### config.mk
export PLATFORM = sky130hd
export DESIGN_NAME = adaptive_varlen_uint_decoder
export DESIGN_NICKNAME = d
export VERILOG_FILES = /design/src/hdl/avd_pkg.sv /design/src/hdl/avd_ctrl.sv /design/src/hdl/avd_dpath.sv /design/src/hdl/adaptive_varlen_uint_decoder.sv
export SDC_FILE = /design/constraint.sdc
export NUM_CORES = 1
export LEC_CHECK = 0
export ABC_AREA = 1
export BUFFER_PORTS_ARGS = -buffer_cell sky130_fd_sc_hd__clkbuf_2
export CORE_MARGIN = 2
export CORE_UTILIZATION = 27
export CTS_CLUSTER_DIAMETER = 100
export DETAILED_ROUTE_END_ITERATION = 10
export PLACE_DENSITY = 0.5
export SETUP_SLACK_MARGIN = 0.5
export SLEW_MARGIN = 20
export SYNTH_ARGS = -nofsm -noshare
export SYNTH_HDL_FRONTEND = slang
export SYNTH_HIERARCHICAL = 1
export SYNTH_SLANG_ARGS = --single-unit
### constraint.sdc
create_clock -name clock -period 13.3 [get_ports clock]
set_clock_uncertainty 0.15 [all_clocks]
set_input_delay 1.33 -clock clock [delete_from_list [all_inputs] [get_ports clock]]
set_output_delay 1.33 -clock clock [all_outputs]
set_load 0.01 [all_outputs]
### src/hdl/avd_pkg.sv
// avd_pkg: shared types and constants of the adaptive variable-length uint decoder.
// Used by avd_ctrl, avd_dpath and adaptive_varlen_uint_decoder. No dependencies.
`timescale 1ns / 1ps

package avd_pkg;

   localparam int BYTE_W      = 8;
   localparam int BIT_IDX_W   = 3;
   localparam int WIDTH_W     = 6;
   localparam int LIMIT_W     = 10;
   localparam int TALLY_W     = 16;
   localparam int OUT_W       = 32;
   localparam int CSR_INDEX_W = 3;
   localparam int CSR_DATA_W  = 10;

   localparam logic [BIT_IDX_W-1:0] LAST_BIT  = 3'd7;
   localparam logic [WIDTH_W-1:0]   WIDTH_MIN = 6'd1;
   localparam logic [WIDTH_W-1:0]   WIDTH_MAX = 6'd32;
   localparam logic [TALLY_W-1:0]   TALLY_MAX = 16'hFFFF;

   localparam logic [WIDTH_W-1:0] RESET_FIRST_WIDTH = 6'd8;
   localparam logic [WIDTH_W-1:0] RESET_LATER_WIDTH = 6'd4;
   localparam logic [LIMIT_W-1:0] RESET_LIMIT       = 10'd8;

   typedef logic [CSR_INDEX_W-1:0] csr_index_type;

   localparam csr_index_type CSR_START_INIT  = 3'd0;
   localparam csr_index_type CSR_START_DELTA = 3'd1;
   localparam csr_index_type CSR_INIT_LIMIT  = 3'd2;
   localparam csr_index_type CSR_DELTA_LIMIT = 3'd3;

   typedef enum logic [1:0] {
      ST_IDLE,
      ST_RUN,
      ST_FLUSH
   } avd_state_type;

   typedef struct packed {
      logic load;
      logic step;
      logic flush;
   } avd_cmd_type;

   typedef struct packed {
      logic ends;
      logic pend_valid;
      logic out_free;
   } avd_status_type;

endpackage

### src/hdl/avd_ctrl.sv
// avd_ctrl: sequencer that walks the eight bits of a word and flushes the last result.
// Depends on avd_pkg.
`timescale 1ns / 1ps

module avd_ctrl (
   input  logic                   clock,
   input  logic                   reset,
   input  logic                   req_valid,
   output logic                   req_ready,
   input  avd_pkg::avd_status_type status,
   output avd_pkg::avd_cmd_type    cmd
);

   avd_pkg::avd_state_type state_ff, state_in;
   logic [avd_pkg::BIT_IDX_W-1:0] bit_idx_ff, bit_idx_in;

   always_ff @(posedge clock) begin
      if (reset) begin
         state_ff   <= avd_pkg::ST_IDLE;
         bit_idx_ff <= '0;
      end else begin
         state_ff   <= state_in;
         bit_idx_ff <= bit_idx_in;
      end
   end

   always_comb begin
      state_in   = state_ff;
      bit_idx_in = bit_idx_ff;
      cmd        = '0;
      req_ready  = 1'b0;
      unique case (state_ff)
         avd_pkg::ST_IDLE: begin
            req_ready = 1'b1;
            if (req_valid) begin
               cmd.load   = 1'b1;
               bit_idx_in = '0;
               state_in   = avd_pkg::ST_RUN;
            end
         end
         avd_pkg::ST_RUN: begin
            // hold the bit while a second result is due and the output is stalled
            if (!(status.ends && status.pend_valid && !status.out_free)) begin
               cmd.step = 1'b1;
               if (bit_idx_ff == avd_pkg::LAST_BIT) begin
                  state_in = avd_pkg::ST_FLUSH;
               end else begin
                  bit_idx_in = bit_idx_ff + 1'b1;
               end
            end
         end
         avd_pkg::ST_FLUSH: begin
            if (!status.pend_valid) begin
               state_in = avd_pkg::ST_IDLE;
            end else if (status.out_free) begin
               cmd.flush = 1'b1;
               state_in  = avd_pkg::ST_IDLE;
            end
         end
         default: begin
            state_in = avd_pkg::ST_IDLE;
         end
      endcase
   end

endmodule

### src/hdl/avd_dpath.sv
// avd_dpath: bit shifter, segment state, value accumulator, adaptation counters,
// pending result and output register. Depends on avd_pkg.
`timescale 1ns / 1ps

module avd_dpath #(
   parameter int MAX_VALUE_BITS   = 32,
   parameter int ADAPT_COUNT_BITS = 16
) (
   input  logic                                clock,
   input  logic                                reset,
   input  avd_pkg::avd_cmd_type                 cmd,
   output avd_pkg::avd_status_type              status,
   input  logic [avd_pkg::BYTE_W-1:0]           req_stream_byte,
   input  logic                                csr_write,
   input  avd_pkg::csr_index_type               csr_index,
   input  logic [avd_pkg::CSR_DATA_W-1:0]       csr_data,
   output logic                                rsp_valid,
   input  logic                                rsp_ready,
   output logic [avd_pkg::OUT_W-1:0]            rsp_decoded_value,
   output logic                                rsp_last_of_byte
);

   localparam int IDX_W = $clog2(MAX_VALUE_BITS);
   localparam int SIG_W = $clog2(MAX_VALUE_BITS + 1);
   localparam int ACB   = ADAPT_COUNT_BITS;
   localparam int SUM_W = ADAPT_COUNT_BITS + 18;
   localparam int TW    = avd_pkg::TALLY_W;
   localparam int WW    = avd_pkg::WIDTH_W;
   localparam int OW    = avd_pkg::OUT_W;

   localparam logic signed [SUM_W-1:0] CNT_HI = {{(SUM_W-ACB+1){1'b0}}, {(ACB-1){1'b1}}};
   localparam logic signed [SUM_W-1:0] CNT_LO = ~CNT_HI;
   localparam logic signed [SUM_W-1:0] ONE_S  = {{(SUM_W-1){1'b0}}, 1'b1};
   localparam logic signed [SUM_W-1:0] TWO_S  = {{(SUM_W-2){1'b0}}, 2'b10};
   localparam logic [MAX_VALUE_BITS-1:0] ACC_ONE = {{(MAX_VALUE_BITS-1){1'b0}}, 1'b1};

   function automatic logic [ACB-1:0] sat_count(input logic signed [SUM_W-1:0] v);
      logic [ACB-1:0] r;
      if (v > CNT_HI) begin
         r = CNT_HI[ACB-1:0];
      end else if (v < CNT_LO) begin
         r = CNT_LO[ACB-1:0];
      end else begin
         r = v[ACB-1:0];
      end
      return r;
   endfunction

   function automatic logic [WW-1:0] clamp_width(input logic [WW-1:0] w);
      logic [WW-1:0] r;
      if (w < avd_pkg::WIDTH_MIN) begin
         r = avd_pkg::WIDTH_MIN;
      end else if (w > avd_pkg::WIDTH_MAX) begin
         r = avd_pkg::WIDTH_MAX;
      end else begin
         r = w;
      end
      return r;
   endfunction

   function automatic logic [WW-1:0] widen(input logic [WW-1:0] w);
      return (w >= avd_pkg::WIDTH_MAX) ? avd_pkg::WIDTH_MAX : w + 1'b1;
   endfunction

   function automatic logic [WW-1:0] narrow(input logic [WW-1:0] w);
      return (w <= avd_pkg::WIDTH_MIN) ? avd_pkg::WIDTH_MIN : w - 1'b1;
   endfunction

   logic [avd_pkg::BYTE_W-1:0]  byte_ff, byte_in;
   logic [MAX_VALUE_BITS-1:0]   acc_ff, acc_in;
   logic [TW-1:0]               bg_ff, bg_in;
   logic [TW-1:0]               sc_ff, sc_in;
   logic [SIG_W-1:0]            sig_ff, sig_in;
   logic [WW-1:0]               left_ff, left_in;
   logic                        cont_ff, cont_in;
   logic [WW-1:0]               fw_ff, fw_in;
   logic [WW-1:0]               lw_ff, lw_in;
   logic [ACB-1:0]              fac_ff, fac_in;
   logic [ACB-1:0]              lac_ff, lac_in;
   logic [avd_pkg::LIMIT_W-1:0] ilim_ff, ilim_in;
   logic [avd_pkg::LIMIT_W-1:0] dlim_ff, dlim_in;
   logic                        pend_valid_ff, pend_valid_in;
   logic [OW-1:0]               pend_value_ff, pend_value_in;
   logic                        rsp_valid_ff, rsp_valid_in;
   logic [OW-1:0]               rsp_value_ff, rsp_value_in;
   logic                        rsp_last_ff, rsp_last_in;

   logic                        bit_cur;
   logic                        store_bit;
   logic [MAX_VALUE_BITS-1:0]   acc_new;
   logic [MAX_VALUE_BITS+OW-1:0] acc_wide;
   logic [SIG_W-1:0]            sig_new;
   logic [TW-1:0]               bg_new;
   logic [TW-1:0]               sc_inc;
   logic                        ends;
   logic                        out_free;
   logic                        push;
   logic signed [SUM_W-1:0]     n_s, g_s, s_s, fw_s, fac_s, lac_s;
   logic signed [SUM_W-1:0]     fac_sum, lac_sum;
   logic [ACB-1:0]              fac_sat, lac_sat;
   logic signed [SUM_W-1:0]     fac_sat_s, lac_sat_s, ilim_s, dlim_s;

   always_ff @(posedge clock) begin
      if (reset) begin
         acc_ff        <= '0;
         bg_ff         <= '0;
         sc_ff         <= '0;
         sig_ff        <= SIG_W'(1);
         left_ff       <= '0;
         cont_ff       <= 1'b0;
         fw_ff         <= avd_pkg::RESET_FIRST_WIDTH;
         lw_ff         <= avd_pkg::RESET_LATER_WIDTH;
         fac_ff        <= '0;
         lac_ff        <= '0;
         ilim_ff       <= avd_pkg::RESET_LIMIT;
         dlim_ff       <= avd_pkg::RESET_LIMIT;
         pend_valid_ff <= 1'b0;
         rsp_valid_ff  <= 1'b0;
      end else begin
         acc_ff        <= acc_in;
         bg_ff         <= bg_in;
         sc_ff         <= sc_in;
         sig_ff        <= sig_in;
         left_ff       <= left_in;
         cont_ff       <= cont_in;
         fw_ff         <= fw_in;
         lw_ff         <= lw_in;
         fac_ff        <= fac_in;
         lac_ff        <= lac_in;
         ilim_ff       <= ilim_in;
         dlim_ff       <= dlim_in;
         pend_valid_ff <= pend_valid_in;
         rsp_valid_ff  <= rsp_valid_in;
      end
   end

   always_ff @(posedge clock) begin
      byte_ff       <= byte_in;
      pend_value_ff <= pend_value_in;
      rsp_value_ff  <= rsp_value_in;
      rsp_last_ff   <= rsp_last_in;
   end

   // data bit update; significance tracks the highest stored one bit
   always_comb begin
      bit_cur   = byte_ff[avd_pkg::BYTE_W-1];
      store_bit = bit_cur && (bg_ff < TW'(MAX_VALUE_BITS));
      acc_new   = store_bit ? (acc_ff | (ACC_ONE << bg_ff[IDX_W-1:0])) : acc_ff;
      sig_new   = store_bit ? (SIG_W'(bg_ff[IDX_W-1:0]) + SIG_W'(1)) : sig_ff;
      bg_new    = (bg_ff == avd_pkg::TALLY_MAX) ? bg_ff : bg_ff + 1'b1;
      sc_inc    = (sc_ff == avd_pkg::TALLY_MAX) ? sc_ff : sc_ff + 1'b1;
      acc_wide  = {{OW{1'b0}}, acc_new};
      ends      = (left_ff == WW'(1)) && !cont_ff;
      out_free  = !rsp_valid_ff || rsp_ready;
      push      = pend_valid_ff && ((cmd.step && ends) || cmd.flush);
   end

   // adaptation counter sums at value end
   always_comb begin
      n_s   = {{(SUM_W-TW){1'b0}}, sc_ff};
      g_s   = {{(SUM_W-TW){1'b0}}, bg_new};
      s_s   = {{(SUM_W-SIG_W){1'b0}}, sig_new};
      fw_s  = {{(SUM_W-WW){1'b0}}, fw_ff};
      fac_s = {{(SUM_W-ACB){fac_ff[ACB-1]}}, fac_ff};
      lac_s = {{(SUM_W-ACB){lac_ff[ACB-1]}}, lac_ff};
      if (n_s == ONE_S) begin
         fac_sum = fac_s - (fw_s - s_s);
         lac_sum = lac_s;
      end else begin
         fac_sum = fac_s + n_s - ONE_S;
         lac_sum = lac_s + (n_s - TWO_S) - (g_s - s_s);
      end
      fac_sat   = sat_count(fac_sum);
      lac_sat   = sat_count(lac_sum);
      fac_sat_s = {{(SUM_W-ACB){fac_sat[ACB-1]}}, fac_sat};
      lac_sat_s = {{(SUM_W-ACB){lac_sat[ACB-1]}}, lac_sat};
      ilim_s    = {{(SUM_W-avd_pkg::LIMIT_W){1'b0}}, ilim_ff};
      dlim_s    = {{(SUM_W-avd_pkg::LIMIT_W){1'b0}}, dlim_ff};
   end

   always_comb begin
      byte_in       = byte_ff;
      acc_in        = acc_ff;
      bg_in         = bg_ff;
      sc_in         = sc_ff;
      sig_in        = sig_ff;
      left_in       = left_ff;
      cont_in       = cont_ff;
      fw_in         = fw_ff;
      lw_in         = lw_ff;
      fac_in        = fac_ff;
      lac_in        = lac_ff;
      ilim_in       = ilim_ff;
      dlim_in       = dlim_ff;
      pend_valid_in = pend_valid_ff;
      pend_value_in = pend_value_ff;
      rsp_valid_in  = rsp_valid_ff && !rsp_ready;
      rsp_value_in  = rsp_value_ff;
      rsp_last_in   = rsp_last_ff;

      if (csr_write) begin
         case (csr_index)
            avd_pkg::CSR_START_INIT:  fw_in   = clamp_width(csr_data[WW-1:0]);
            avd_pkg::CSR_START_DELTA: lw_in   = clamp_width(csr_data[WW-1:0]);
            avd_pkg::CSR_INIT_LIMIT:  ilim_in = csr_data[avd_pkg::LIMIT_W-1:0];
            avd_pkg::CSR_DELTA_LIMIT: dlim_in = csr_data[avd_pkg::LIMIT_W-1:0];
            default: begin
            end
         endcase
      end

      if (cmd.load) begin
         byte_in = req_stream_byte;
      end

      if (push) begin
         rsp_valid_in = 1'b1;
         rsp_value_in = pend_value_ff;
         rsp_last_in  = cmd.flush;
      end

      if (cmd.flush) begin
         pend_valid_in = 1'b0;
      end

      if (cmd.step) begin
         byte_in = {byte_ff[avd_pkg::BYTE_W-2:0], 1'b0};
         if (left_ff == '0) begin
            cont_in = bit_cur;
            sc_in   = sc_inc;
            left_in = (sc_inc == TW'(1)) ? fw_ff : lw_ff;
         end else begin
            acc_in  = acc_new;
            bg_in   = bg_new;
            sig_in  = sig_new;
            left_in = left_ff - 1'b1;
            if (ends) begin
               pend_valid_in = 1'b1;
               pend_value_in = acc_wide[OW-1:0];
               acc_in        = '0;
               bg_in         = '0;
               sc_in         = '0;
               sig_in        = SIG_W'(1);
               if (fac_sat_s >= ilim_s) begin
                  fw_in  = widen(fw_ff);
                  fac_in = '0;
               end else if (fac_sat_s <= -ilim_s) begin
                  fw_in  = narrow(fw_ff);
                  fac_in = '0;
               end else begin
                  fac_in = fac_sat;
               end
               if (lac_sat_s >= dlim_s) begin
                  lw_in  = widen(lw_ff);
                  lac_in = '0;
               end else if (lac_sat_s <= -dlim_s) begin
                  lw_in  = narrow(lw_ff);
                  lac_in = '0;
               end else begin
                  lac_in = lac_sat;
               end
            end
         end
      end
   end

   assign status.ends       = ends;
   assign status.pend_valid = pend_valid_ff;
   assign status.out_free   = out_free;

   assign rsp_valid         = rsp_valid_ff;
   assign rsp_decoded_value = rsp_value_ff;
   assign rsp_last_of_byte  = rsp_last_ff;

endmodule

### src/hdl/adaptive_varlen_uint_decoder.sv
// adaptive_varlen_uint_decoder: top level of the adaptive variable-length uint decoder.
// Instantiates avd_ctrl and avd_dpath; depends on avd_pkg.
`timescale 1ns / 1ps

// Decodes a stream of compressed words, one byte each, MSB first, into unsigned
// values built from segments whose widths adapt to the data. The bit walk runs one
// bit per cycle unless a stalled output register (rsp_valid high, rsp_ready low)
// holds it, which happens mid-word when a second result is due. The next word is
// taken only after the load of the shift register, folded into acceptance, eight
// bit steps and one flush of the held result, if any; the flush also waits on a
// stalled output register. Up to four results come out per word;
// rsp_last_of_byte marks the last of them, so each result is held in a pending
// register until the next one or the end of the word is seen. Configuration writes
// are accepted in any cycle and must only be issued while the block is idle.

module adaptive_varlen_uint_decoder #(
   parameter int MAX_VALUE_BITS   = 32,
   parameter int ADAPT_COUNT_BITS = 16
) (
   input  logic                            clock,
   input  logic                            reset,
   input  logic                            req_valid,
   output logic                            req_ready,
   input  logic [avd_pkg::BYTE_W-1:0]       req_stream_byte,
   output logic                            rsp_valid,
   input  logic                            rsp_ready,
   output logic [avd_pkg::OUT_W-1:0]        rsp_decoded_value,
   output logic                            rsp_last_of_byte,
   input  logic                            csr_valid,
   output logic                            csr_ready,
   input  logic [avd_pkg::CSR_INDEX_W-1:0]  csr_index,
   input  logic [avd_pkg::CSR_DATA_W-1:0]   csr_data
);

   avd_pkg::avd_cmd_type    cmd;
   avd_pkg::avd_status_type status;

   assign csr_ready = 1'b1;

   avd_ctrl u_ctrl (
      .clock     (clock),
      .reset     (reset),
      .req_valid (req_valid),
      .req_ready (req_ready),
      .status    (status),
      .cmd       (cmd)
   );

   avd_dpath #(
      .MAX_VALUE_BITS   (MAX_VALUE_BITS),
      .ADAPT_COUNT_BITS (ADAPT_COUNT_BITS)
   ) u_dpath (
      .clock             (clock),
      .reset             (reset),
      .cmd               (cmd),
      .status            (status),
      .req_stream_byte   (req_stream_byte),
      .csr_write         (csr_valid && csr_ready),
      .csr_index         (csr_index),
      .csr_data          (csr_data),
      .rsp_valid         (rsp_valid),
      .rsp_ready         (rsp_ready),
      .rsp_decoded_value (rsp_decoded_value),
      .rsp_last_of_byte  (rsp_last_of_byte)
   );

   a_one_cmd: assert property (@(posedge clock) disable iff (reset)
      $onehot0({cmd.load, cmd.step, cmd.flush}))
      else $error("more than one datapath command at once");

   a_no_overwrite: assert property (@(posedge clock) disable iff (reset)
      (cmd.step && status.ends && status.pend_valid) || cmd.flush |-> status.out_free)
      else $error("result pushed into a stalled output register");

   a_busy_after_accept: assert property (@(posedge clock) disable iff (reset)
      req_valid && req_ready |=> !req_ready)
      else $error("new word accepted while one is being decoded");

   a_idle_empty: assert property (@(posedge clock) disable iff (reset)
      req_ready |-> !status.pend_valid)
      else $error("pending result left behind at end of word");

endmodule

==> flow_metrics.env <==
export IMPL_synth_cells=2463
export IMPL_grt_overflow=0
export IMPL_cts_clk_slew_worst_paths_ns=0.06
export IMPL_wl_met2_um=23390
export IMPL_drive_gt1_share_pct=8.503
export IMPL_fin_area_um2=19500
export IMPL_avgSynthCellArea_um2=7.105
export IMPL_end_kind="flop"
export IMPL_synth_area_leaders="dfxtp_1, edfxtp_1, ha_1"
export IMPL_critPathArrivalTime_ns=9.72
export IMPL_firstDrtPassIters=5
export IMPL_start_kind="flop"
export IMPL_synth_top_family_by_area="simple AND/OR/NAND/NOR gates"
export IMPL_cts_root_buffer="clkbuf_16"
export IMPL_diodes=0
export IMPL_clk_path_buf_depth=3
export IMPL_min_to="u_dpath/rsp_decoded_value[30]"
export IMPL_synth_top_cell_area_share_pct=17.04
export IMPL_track_usage_pct=14.79
export IMPL_status="completed"
export IMPL_critPathKind="flop to flop"
export IMPL_wl_met3_um=1788
export IMPL_synthMuxAreaShare_pct=0
export IMPL_instances_no_fill=3360
export IMPL_max_cap_violations=0
export IMPL_ys_ff_latch=221
export IMPL_cp_top_family="simple AND/OR/NAND/NOR gates"
export IMPL_routed_wl_um=49810
export IMPL_worst_skew_pair_late_latency_ns=0.57
export IMPL_worst_path_buf_inv=4
export IMPL_dp_slack_ns=4.046
export IMPL_cts_resized=0
export IMPL_path_common_cell="nand2_1"
export IMPL_crit_slowest_cell="nor3_2"
export IMPL_syn_cell_area_um2=17500
export IMPL_io_buffer_count=60
export IMPL_grt_pass1_vias=15171
export IMPL_synth_compound_area_share_pct=13.74
export IMPL_reg2reg_to="u_dpath/lac_ff[5]"
export IMPL_hold_viol_final=0
export IMPL_crit_required_ns=13.63
export IMPL_synth_top_cells_by_count="nand2_1, inv_1, nor2_1"
export IMPL_setup_viol=0
export IMPL_grt_start_max_net_pins=60
export IMPL_seq_power_share_pct=16.8
export IMPL_dr_max_layer_used="met4"
export IMPL_synthXorXnorAreaFrac_pct=4.039
export IMPL_yosysWarningCount=6
export IMPL_dieArea_um2=66870
export IMPL_post_route_period_util_pct=70.54
export IMPL_drt_iter0_drc=1036
export IMPL_dp_cells=3309
export IMPL_ant_nets=0
export IMPL_grt_pass1_wl_um=80840
export IMPL_post_cts_setup_buffers=0
export IMPL_r2r_slack_ns=3.92
export IMPL_hp_start="u_dpath/pend_value_ff[30]"
export IMPL_fin_crit_ns=9.382
export IMPL_via_count=15939
export IMPL_powerDensity_nw_per_um2=228.8
export IMPL_final_nets=2701
export IMPL_internal_power_uw=2133
export IMPL_hold_path_depth=0
export IMPL_ys_async_sr_fraction_pct=0
export IMPL_timing_final_ws_setup_ns=3.918
export IMPL_syn_num_nets=2680
export IMPL_core_um2=64230
export IMPL_worst_path_max_fanout=20
export IMPL_synthSimpleGateAreaFrac_pct=28.44
export IMPL_synth_seq_area_share_pct=29.40
export IMPL_max_slew_margin_pct=30.39
export IMPL_rr_worst_depth=40
export IMPL_die_y_um=258.6
export IMPL_pwr_share_comb_pct=66.5
export IMPL_synth_largest_area_cell="dfxtp_1"
export IMPL_hold_buffers=0
export IMPL_timing_setup_tns_ns=0
export IMPL_routed_via_density=4.744
export IMPL_drv_slew=0
export IMPL_place_area_um2=18580
export IMPL_wire_per_inst_um=14.83
export IMPL_ios=62
export IMPL_r2r_start="u_dpath/bg_ff[4]"
export IMPL_hpwl_um=39130
export IMPL_fp_dieW_um=258.6
export IMPL_hold_class="flop to flop"
export IMPL_clock_sinks=221
export IMPL_rsz0062_at_grt="no"
export IMPL_max_slew_worst_pin_slew_ns=1.043
export IMPL_area_growth_pct=11.41
export IMPL_gp_congestion=0.9079
export IMPL_h_tree_depth=1
export IMPL_whs_ns=0.2671
export IMPL_p_leak_uw=0.008997
export IMPL_fillCellCount=6978
export IMPL_tritoncts="yes"
export IMPL_final_seq_area_um2=5145
export IMPL_start_util_pct=27.25
export IMPL_synth_cell_types=67
export IMPL_p_sw_uw=2328
export IMPL_drc=0
export IMPL_fmax_ghz=0.1066
export IMPL_ir_drop_mv=0.1766
export IMPL_wl_met1_um=23720
export IMPL_row_count=93
export IMPL_cp_slowest_stage_delay_ns=0.80
export IMPL_cts_buffers=28
export IMPL_clock_power_share_pct=16.8
export IMPL_ys_flop_type="dfxtp_1"
export IMPL_antenna_found_initial=0
export IMPL_yosysMostFrequentCell="nand2_1"
export IMPL_multi_input_area_um2=10660
export IMPL_synth_edf_count=72
export IMPL_switching_share_pct=52.18
export IMPL_synth_fa_ha_area_share_pct=14.60
flip-flops by register name, indices dropped and copies added (netlist names), 8 cells and up:
name and count:
u_dpath/acc_ff 32, u_dpath/bg_ff 16, u_dpath/byte_ff 8, u_dpath/dlim_ff 10
u_dpath/fac_ff 16, u_dpath/ilim_ff 10, u_dpath/lac_ff 16, u_dpath/pend_value_ff 32
u_dpath/rsp_decoded_value 32, u_dpath/sc_ff 16
worst reg2reg max path: cells and delay by family (launching register included):
kind,cells,cell delay (ns)
buf+inv,4,0.94
xor+xnor,1,0.16
simple gates,24,4.14
flops,1,0.73
fa+ha+maj,4,1.64
compound gates,7,1.55
placed cells by master (no fill, tap or decap), drive strengths merged, types with 2 or more instances in the layout:
cell / Yosys / layout
a211oi: 3 / 3
a21boi: 3 / 3
a21o: 6 / 6
a21oi: 200 / 200
a22oi: 2 / 2
a2bb2oi: 6 / 6
a31o: 2 / 2
a31oi: 3 / 3
a41oi: 8 / 8
and2: 2 / 2
buf: 29 / 13
bufinv: 0 / 2
clkbuf: 53 / 97
clkinv: 3 / 13
dfxtp: 149 / 149
edfxtp: 72 / 72
fa: 22 / 22
ha: 169 / 169
inv: 346 / 347
nand2: 527 / 527
nand3: 166 / 166
nand3b: 4 / 4
nand4: 37 / 37
nor2: 257 / 257
nor3: 86 / 86
nor3b: 2 / 2
nor4: 22 / 22
o2111ai: 2 / 2
o211ai: 7 / 7
o21a: 4 / 4
o21ai: 157 / 157
o21bai: 10 / 10
o22ai: 10 / 10
o31ai: 5 / 5
or2: 5 / 5
xnor2: 18 / 18
xor2: 61 / 61
how the worst max path moves through the flow:
stage,startpoint,depth (start not counted),slack (ns),end
after floorplan,u_dpath/bg_ff[10],46,5.99,u_dpath/lac_ff[11]
after detailed placement,u_dpath/bg_ff[4],40,4.05,u_dpath/lac_ff[5]
after CTS,u_dpath/bg_ff[4],40,4.00,u_dpath/lac_ff[5]
after global routing,u_dpath/bg_ff[4],40,2.84,u_dpath/lac_ff[9]
after global placement,u_dpath/bg_ff[4],44,4.28,u_dpath/lac_ff[14]
final,u_dpath/bg_ff[4],40,3.92,u_dpath/lac_ff[5]
power by group through the flow:
| stage | registers (µW) | clock network, µW | logic, µW |
|---|---|---|---|
| 4_1_cts | 746 | 776 | 2950 |
| 3_3_place_gp | 760 | 0 | 2900 |
| 6_report | 747 | 749 | 2960 |
| 5_1_grt | 750 | 798 | 3420 |
| 2_1_floorplan | 751 | 0 | 2200 |
| 3_5_place_dp | 761 | 0 | 2930 |
area by class of cell:
type	instances	area share, %
clock inverters	14	0.7829
well taps	855	5.487
multi-input cells	1811	54.69
inverters	349	6.738
repair buffers	73	2.041
clock buffers	37	3.870
flip-flops and latches	221	26.39
stage by stage:
step | power, µW | utilization, %
2_1_floorplan | 2952 | -
3_3_place_gp | 3660 | 28.93
3_5_place_dp | 3688 | 28.93
4_1_cts | 4477 | 30.35
5_1_grt | 4963 | 30.35
6_report | 4461 | 30.35
cell families after synthesis:
family | count (synthesis)
flip-flops | 221
buffers and inverters | 431
AND/OR/NAND/NOR | 1109
adder cells (fa/ha/maj) | 191
AO/OA/AOI/OAI | 431
XOR/XNOR | 79
other | 1
metal layers:
metal / vias up / track usage (%)
li1: 8185 / -
met1: 7353 / 20.20
met2: 341 / 25.22
met3: 60 / 1.272
met4: 0 / 3.484
met5: - / 0
No activity file was read; power rests on OpenSTA's default activity.
